<file path="src/design/mss_pkg.sv">
// ----------------------------------------------------------------------------
// mss_pkg
// shared types and constants of the max-sum sub-rectangle search
// ----------------------------------------------------------------------------
package mss_pkg;

  localparam int FLOOR_INIT = 1000000;
  localparam int CFG_W      = 6;
  localparam int CFG_IDX_W  = 2;
  localparam int OUT_W      = 26;

  localparam logic [CFG_IDX_W-1:0] REG_NUM_ROWS  = 2'd0;
  localparam logic [CFG_IDX_W-1:0] REG_NUM_COLS  = 2'd1;
  localparam logic [CFG_IDX_W-1:0] REG_WRAP_ROWS = 2'd2;
  localparam logic [CFG_IDX_W-1:0] REG_WRAP_COLS = 2'd3;

  typedef struct packed {
    logic load;
    logic start;
    logic row_init;
    logic acc;
    logic head_pop;
    logic cand;
    logic best_upd;
    logic tail_pop;
    logic push;
    logic next_row;
    logic out_load;
  } mss_cmd_t;

  typedef struct packed {
    logic need_hpop;
    logic need_tpop;
    logic last_col;
    logic last_bot;
    logic last_top;
  } mss_status_t;

endpackage

</file>
<file path="src/design/mss_ctrl.sv">
// ----------------------------------------------------------------------------
// mss_ctrl
// sequencer for loading, the row-pair and column walk, and the result
// ----------------------------------------------------------------------------
module mss_ctrl (
  input  logic               clk_i,
  input  logic               rst_ni,
  input  logic               in_valid_i,
  input  logic               last_cell_i,
  output logic               in_ready_o,
  output logic               out_valid_o,
  input  logic               out_ready_i,
  input  mss_pkg::mss_status_t status_i,
  output mss_pkg::mss_cmd_t  cmd_o
);
  import mss_pkg::*;

  typedef enum logic [3:0] {
    S_IDLE, S_START, S_ROW, S_RD, S_ACC, S_HEAD, S_HWAIT,
    S_BEST, S_TAIL, S_TWAIT, S_NEXT, S_DONE
  } state_e;

  state_e state_q, state_d;
  logic   out_valid_q, out_valid_d;

  always_comb begin
    state_d     = state_q;
    cmd_o       = '0;
    out_valid_d = out_valid_q & ~out_ready_i;
    in_ready_o  = (state_q == S_IDLE);
    case (state_q)
      S_IDLE: begin
        if (in_valid_i) begin
          cmd_o.load = 1'b1;
          if (last_cell_i) state_d = S_START;
        end
      end
      S_START: begin
        cmd_o.start = 1'b1;
        state_d = S_ROW;
      end
      S_ROW: begin
        cmd_o.row_init = 1'b1;
        state_d = S_RD;
      end
      S_RD: state_d = S_ACC;
      S_ACC: begin
        cmd_o.acc = 1'b1;
        state_d = S_HEAD;
      end
      S_HEAD: begin
        if (status_i.need_hpop) begin
          cmd_o.head_pop = 1'b1;
          state_d = S_HWAIT;
        end else begin
          cmd_o.cand = 1'b1;
          state_d = S_BEST;
        end
      end
      S_HWAIT: state_d = S_HEAD;
      S_BEST: begin
        cmd_o.best_upd = 1'b1;
        state_d = S_TAIL;
      end
      S_TAIL: begin
        if (status_i.need_tpop) begin
          cmd_o.tail_pop = 1'b1;
          state_d = S_TWAIT;
        end else begin
          cmd_o.push = 1'b1;
          state_d = status_i.last_col ? S_NEXT : S_RD;
        end
      end
      S_TWAIT: state_d = S_TAIL;
      S_NEXT: begin
        if (status_i.last_bot && status_i.last_top) begin
          state_d = S_DONE;
        end else begin
          cmd_o.next_row = 1'b1;
          state_d = S_ROW;
        end
      end
      S_DONE: begin
        if (!out_valid_q || out_ready_i) begin
          cmd_o.out_load = 1'b1;
          out_valid_d = 1'b1;
          state_d = S_IDLE;
        end
      end
      default: state_d = S_IDLE;
    endcase
  end

  always_ff @(posedge clk_i or negedge rst_ni) begin
    if (!rst_ni) begin
      state_q     <= S_IDLE;
      out_valid_q <= 1'b0;
    end else begin
      state_q     <= state_d;
      out_valid_q <= out_valid_d;
    end
  end

  assign out_valid_o = out_valid_q;

endmodule

</file>
<file path="config.mk">
export PLATFORM = sky130hd
export DESIGN_NAME = mss_ctrl
export DESIGN_NICKNAME = d
export VERILOG_FILES = /design/src/design/mss_pkg.sv /design/src/design/mss_ctrl.sv
export SDC_FILE = /design/constraint.sdc
export NUM_CORES = 1
export LEC_CHECK = 0
export ABC_AREA = 1
export BUFFER_PORTS_ARGS = -buffer_cell sky130_fd_sc_hd__buf_2
export CAP_MARGIN = 20
export CORE_UTILIZATION = 25
export DETAILED_ROUTE_END_ITERATION = 6
export SYNTH_ARGS = -nofsm -noshare
export SYNTH_HDL_FRONTEND = slang
export SYNTH_SLANG_ARGS = --single-unit
</file>
<file path="constraint.sdc">
create_clock -name clk_i -period 2.35 [get_ports clk_i]
set_input_delay 0.47 -clock clk_i [delete_from_list [all_inputs] [get_ports clk_i]]
set_output_delay 0.47 -clock clk_i [all_outputs]
set_load 0.01 [all_outputs]
</file>
After elaboration in Yosys (flattened, before gate mapping)
Index checks and enable logic that the tools add are counted.
Widths: inputs -> output; s select.
{"block": "word_totals", "regBits": 5, "output_inout_bits": 13, "elab_cells": 51, "input_bits": 10}
{"block": "classes", "mux": 26, "eq_ne": 14, "n_reduce_logical": 7, "bitwise_logic": 2}
{"cell": "$pmux 4 s10", "count": 1}
{"cell": "$mux 4", "count": 6}
{"cell": "$mux 1", "count": 17}
{"cell": "$eq 4x3->1 const B", "count": 4}
{"cell": "$eq 4x4->1 const B", "count": 4}
{"cell": "$eq 4x2->1 const B", "count": 2}
{"cell": "$ne 2x2->1 const B", "count": 3}
{"cell": "$eq 4x1->1 const B", "count": 1}
{"cell": "$logic_not 4->1", "count": 1}
{"cell": "$mux 2", "count": 2}
{"cell": "$reduce_or 2->1", "count": 2}
{"cell": "$reduce_and 3->1", "count": 1}
{"cell": "$and 1x1->1", "count": 1}
{"cell": "$logic_and 1x1->1", "count": 1}
{"cell": "$logic_not 1->1", "count": 1}
{"cell": "$logic_or 1x1->1", "count": 1}
{"cell": "$not 1->1", "count": 1}

Longest topological paths before layout
Gate-level depths: netlist of run 1.
{"block": "logic_depth", "ltp_word": 4, "mapped_depth": 8, "mapped_depth_nobuf": 8}

Worst setup path after synthesis of run 1
OpenSTA, ideal clock, no wires.
{"block": "synth_timing", "kind": "reg-to-output", "startpoint": "reg state_q[1]", "endpoint": "out cmd_o[3] (netlist name)", "path_buffers": 0, "t_arrival_ps": 968, "stages_incl_launch_ff": 4, "t_required_ps": 1880, "path_slack_ps": 912, "cell_sequence": "dfrtp_1 > nor2_1 > inv_2 > nor3_1"}
{"element": "from (decl)", "line": "mss_ctrl.sv:23", "rtl": "state_e state_q, state_d;"}
{"element": "from (signal assigned)", "line": "mss_ctrl.sv:99", "rtl": "state_q <= state_d;"}
{"element": "to (decl)", "line": "mss_ctrl.sv:14", "rtl": "output mss_pkg::mss_cmd_t cmd_o"}

==> flow_metrics.env, run 1 <==
export IMPL_avgSynthCellArea_sq_um=6.08
export IMPL_dr_pass1_iters=4
export IMPL_post_cts_resized=0
export IMPL_clock_skew_ns=0.00142
export IMPL_grt_max_degree=7
export IMPL_maxSlewViolCount=0
export IMPL_drc_errors=0
export IMPL_drt_vias_per_instance=4.45
export IMPL_clk_latency_ns=0.24
export IMPL_placedCellCount=102
export IMPL_final_cell_area_sq_um=551
export IMPL_cts_sinks=5
export IMPL_netlist_area_sq_um=395
export IMPL_met3_usage=0.0261
export IMPL_layout_common_cells="22 x buf_2, 15 x inv_1, 14 x nand2_1"
export IMPL_reg2reg_from="state_q[2]"
export IMPL_initial_utilization=0.286
export IMPL_fin_setup_tns_ns=0
export IMPL_ys_seq_elements=5
export IMPL_die_w_um=41.8
export IMPL_busiest_layer="met2"
export IMPL_dp_hpwl_um=853
export IMPL_cp_slowest_cell="dfrtp_1"
export IMPL_stdcell_count=106
export IMPL_finalCritPeriodShare=0.794
export IMPL_crit_family="simple AND/OR/NAND/NOR gates"
export IMPL_maxSlewHeadroom=0.821
export IMPL_rsz0062_at_grt="false"
export IMPL_fp_row_count=13
export IMPL_wirelength_um=989
export IMPL_hold_path_class="input pin to async pin"
export IMPL_cts_root_buf="clkbuf_4"
export IMPL_reg2reg_depth=8
export IMPL_yosysWarningCount=0
export IMPL_final_hold_viol_count=0
export IMPL_postSynthCellCount=65
export IMPL_synthToLayoutAreaGrowth_pct=39.2
export IMPL_cts_hold_buf=0
export IMPL_grt_pass1_vias=395
export IMPL_cp_required_ns=1.88
export IMPL_slowest_delay_ns=0.43
export IMPL_syn_num_nets=75
export IMPL_dr_first_iter_drc_count=5
export IMPL_fillers=156
export IMPL_grt_pass1_wl_um=1610
export IMPL_r2r_end="state_q[0]"
export IMPL_multi_input_area_sq_um=210
export IMPL_grt_overflow=0
export IMPL_seq_area_frac_synth=0.316
export IMPL_worst_setup_path_end_kind="output pin"
export IMPL_p_leak_uw=0.000359
export IMPL_cts_buffer_depth=2
export IMPL_die_y_um=41.8
export IMPL_worstPathArrival_ns=1.39
export IMPL_fin_nets=102
export IMPL_ys_types=18
export IMPL_numCtsBuffers=3
export IMPL_cap_violations=0
export IMPL_io_buffer_count=22
export IMPL_cts_tree="yes"
export IMPL_clk_pin_slew_worst_paths_ns=0.04
export IMPL_post_cts_buffers=0
export IMPL_antenna_cells=0
export IMPL_worst_setup_path_start_kind="register"
export IMPL_critPathKind="register to output pin"
export IMPL_cp_num_buf_inv=3
export IMPL_core_area_sq_um=1380
export IMPL_layout_commonest_cell="buf_2"
export IMPL_min_period_ns=1.86
export IMPL_cp_cell_sequence="nor2_1 -> inv_2 -> nor2_1 -> nand2_1 -> inv_1 -> buf_2"
export IMPL_ios=23
export IMPL_p_per_area_nw_per_um2=1150
export IMPL_path_max_fanout=4
export IMPL_drive_gt1_frac=0.341
export IMPL_antenna_found_initial=0
export IMPL_grt_use_met1=0.150
export IMPL_design_die_area_sq_um=1740
export IMPL_r2r_setup_slack_ns=1.14
export IMPL_place_area_sq_um=524
export IMPL_status="finished, final reports clean"
export IMPL_setup_viol=0
export IMPL_gp_congestion=0.821
export IMPL_dr_total_vias=472
export IMPL_grt_use_met2=0.181
export IMPL_tightest_slew_ns=0.267
export IMPL_final_antenna_net_count=0
export IMPL_seq_area_sq_um=125
export IMPL_max_clock_freq_ghz=0.536
export IMPL_avgRoutedWirePerCell_um=9.33
export IMPL_htree_levels=1
export IMPL_irDropWorstVdd_v=0.000397
export IMPL_cp_common_cell="nor2_1"
export IMPL_grt_use_total=0.119
report_power, final:
| group | leakage, uW | switching [uW] | internal (uW) | total, uW |
|---|---|---|---|---|
| sequential | 0.0000644 | 38.5 | 124 | 162 |
| combinational | 0.000280 | 237 | 135 | 371 |
| clock | 0.0000150 | 34.8 | 64.2 | 99.0 |
registers in the layout, summed over array words and instances (netlist names):
register and count:
out_valid_o 1, state_q 4
cell usage after synthesis, drive strengths merged:
master	n	area, sq um
a21oi	1	5.00
nand2	16	65.1
nor3	2	10.0
o21ai	3	18.8
o221ai	1	8.76
dfrtp	5	125
and3	1	6.26
o2111ai	1	8.76
inv	16	60.1
nor2	15	66.3
nand4	1	6.26
nand3	3	15.0
layer usage:
| layer | wire, um | vias up | share of wire |
|---|---|---|---|
| met4 | 10 | 0 | 0.010 |
| met5 | 0 | - | 0 |
| met3 | 69 | 2 | 0.070 |
| met1 | 484 | 196 | 0.49 |
| met2 | 424 | 20 | 0.43 |
| li1 | - | 254 | - |
metrics by stage:
step                      total power [uW]  utilization  hold WS [ns]  worst slack, ns
after floorplan                        421            -         0.174            0.912
after global placement                 540        0.379         0.289            0.794
after detailed placement               537        0.379         0.288            0.737
after CTS                              639        0.398        0.0321            0.474
after global routing                   694        0.398        0.0322            0.367
final                                  633        0.398        0.0321            0.485
layout make-up:
| type | count | area share |
|---|---|---|
| Multi-Input combinational cell | 44 | 0.382 |
| Sequential cell | 5 | 0.227 |
| Timing Repair Buffer | 22 | 0.200 |
| Inverter | 16 | 0.109 |
| Clock buffer | 4 | 0.0477 |
| Tap cell | 15 | 0.0341 |
cell families after synthesis:
family                 synth area share
flip-flops                        0.316
AO/OA/AOI/OAI                     0.104
AND/OR/NAND/NOR                   0.427
buffers and inverters             0.152
how the worst max path moves through the flow:
| stage | from | end | slack [ns] | depth (start not counted) |
|---|---|---|---|---|
| floorplan | state_q[1] | cmd_o[3] | 0.91 | 3 |
| global placement | state_q[1] | cmd_o[2] | 0.79 | 6 |
| detailed placement | state_q[1] | cmd_o[2] | 0.74 | 6 |
| CTS | state_q[1] | cmd_o[2] | 0.47 | 6 |
| global route | state_q[1] | cmd_o[2] | 0.37 | 6 |
| finish | state_q[1] | cmd_o[2] | 0.49 | 6 |
(Power assumes the default switching activity.)
==> run 2, diff against run 1 <==
==> constraint.sdc (replaced) <==
create_clock -name clk_i -period 1.6 [get_ports clk_i]
set_input_delay 0.32 -clock clk_i [delete_from_list [all_inputs] [get_ports clk_i]]
set_output_delay 0.32 -clock clk_i [all_outputs]
set_load 0.01 [all_outputs]
==> flow_metrics.env, run 2 (synthesis gave the netlist of run 1 again) <==
export IMPL_design_die_area_sq_um=1740
export IMPL_largest_register_ffs=4
export IMPL_io_buffer_count=22
export IMPL_dp_hpwl_um=853
export IMPL_synthToLayoutAreaGrowth_pct=58.5
export IMPL_layout_commonest_cell="buf_2"
export IMPL_avgRoutedWirePerCell_um=9.98
export IMPL_final_hold_viol_count=0
export IMPL_cap_violations=0
export IMPL_p_per_area_nw_per_um2=1750
export IMPL_die_y_um=41.8
export IMPL_path_max_fanout=4
export IMPL_fillers=153
export IMPL_grt_max_degree=7
export IMPL_min_period_ns=1.54
export IMPL_gp_congestion=0.821
export IMPL_worstPathArrival_ns=1.22
export IMPL_hold_start="out_ready_i"
export IMPL_die_w_um=41.8
export IMPL_p_leak_uw=0.000386
export IMPL_clock_skew_ns=0.00104
export IMPL_grt_overflow=0
export IMPL_fp_row_count=13
export IMPL_final_cell_area_sq_um=627
export IMPL_maxSlewHeadroom=0.884
export IMPL_irDropWorstVdd_v=0.000623
export IMPL_grt_pass1_wl_um=1660
export IMPL_final_antenna_net_count=0
export IMPL_tightest_slew_ns=0.173
export IMPL_drc_errors=0
export IMPL_layout_common_cells="22 x buf_2, 13 x inv_1, 12 x nand2_1"
export IMPL_cts_tree="yes"
export IMPL_total_power_uw=1090
export IMPL_cts_root_buf="clkbuf_4"
export IMPL_htree_levels=1
export IMPL_dr_first_iter_drc_count=6
export IMPL_top_register="state_q"
export IMPL_grt_use_total=0.123
export IMPL_status="finished, final reports clean"
export IMPL_maxSlewViolCount=0
export IMPL_fin_nets=107
export IMPL_seq_area_sq_um=129
export IMPL_ios=23
export IMPL_startpoint="state_q[3]"
export IMPL_clk_pin_slew_worst_paths_ns=0.04
export IMPL_reg2reg_from="state_q[2]"
export IMPL_wirelength_um=1110
export IMPL_multi_input_area_sq_um=243
export IMPL_hold_path_class="input pin to register"
export IMPL_cts_buffer_depth=2
export IMPL_initial_utilization=0.286
export IMPL_drt_vias_per_instance=4.55
export IMPL_dr_total_vias=505
export IMPL_critPathKind="register to output pin"
export IMPL_antenna_found_initial=0
export IMPL_dr_pass1_iters=4
export IMPL_clk_latency_ns=0.24
export IMPL_max_clock_freq_ghz=0.649
export IMPL_setup_viol=0
export IMPL_cp_required_ns=1.28
export IMPL_core_area_sq_um=1380
export IMPL_drive_gt1_frac=0.469
export IMPL_grt_pass1_vias=411
export IMPL_worst_setup_path_start_kind="register"
export IMPL_finalCritPeriodShare=0.963
export IMPL_numCtsBuffers=3
export IMPL_place_area_sq_um=524
export IMPL_cts_sinks=5
export IMPL_worst_setup_path_end_kind="output pin"
export IMPL_antenna_cells=0
==> run 2: cell count changes in the layout (fill, tap and decap cells not counted), sizes merged <==
cell         before  now
buf              22   26
dlygate4sd3       0    1
==> run 2: timing repair <==
action / in CTS / in global routing
setup endpoints to repair: 3 / 7
setup buffers: 0 / 4
hold buffers: 1 / 0
resized for setup: 6 / 8
pin swaps: 1 / 2
endpoints found under the hold margin: 5 / 0
==> run 2: final cells by class <==
type                    count  area share
flip-flops and latches      5       0.206
multi-input cells          44       0.387
repair buffers             27       0.240
clock buffers               4      0.0419
inverters                  16      0.0958
well taps                  15      0.0299
==> run 2: through the flow <==
stage / utilization / setup WS, ns / setup TNS (ns) / cells / hold slack [ns]
after floorplan: - / 0.312 / 0 / 65 / 0.0244
after global placement: 0.379 / 0.194 / 0 / 102 / 0.139
after detailed placement: 0.379 / 0.137 / 0 / 102 / 0.138
after CTS: 0.417 / -0.0000552 / -0.0000552 / 107 / 0.282
after global routing: 0.453 / -0.00807 / -0.0104 / 111 / 0.280
final: 0.453 / 0.0595 / 0 / 111 / 0.290
==> run 2: path summary, 6_finish.rpt <==
check                                   end  slack, ns  cells past startpoint
worst max-delay path               cmd_o[4]       0.06                      4
worst min-delay path            out_valid_o       0.29                      2
worst max register to register   state_q[0]       0.41                      9
worst min register to register  out_valid_o       0.55                      2
max in group asynchronous        state_q[1]       1.04                      2
min in group asynchronous       out_valid_o       0.42                      2
==> run 2: report_power, final <==
part	leakage [uW]	internal, uW	switching (uW)
clock network	0.0000150	94.2	49.6
logic	0.000310	274	399
registers	0.0000606	189	89.0
==> run 2: critical path, stage by stage, from the launching register on <==
cell and delay [ns]:
dfrtp_2 0.44, nor2_2 0.16, inv_1 0.09, nor2_1 0.14
buf_2 0.15
==> run 2: per-layer routing <==
metal,wire [um],part of all wire,global-route usage,vias to the layer above
met5,0,0,0,-
met4,0,0,0.0774,0
met3,72,0.065,0.0261,0
met2,527,0.48,0.191,19
met1,507,0.46,0.153,222
li1,-,-,-,264
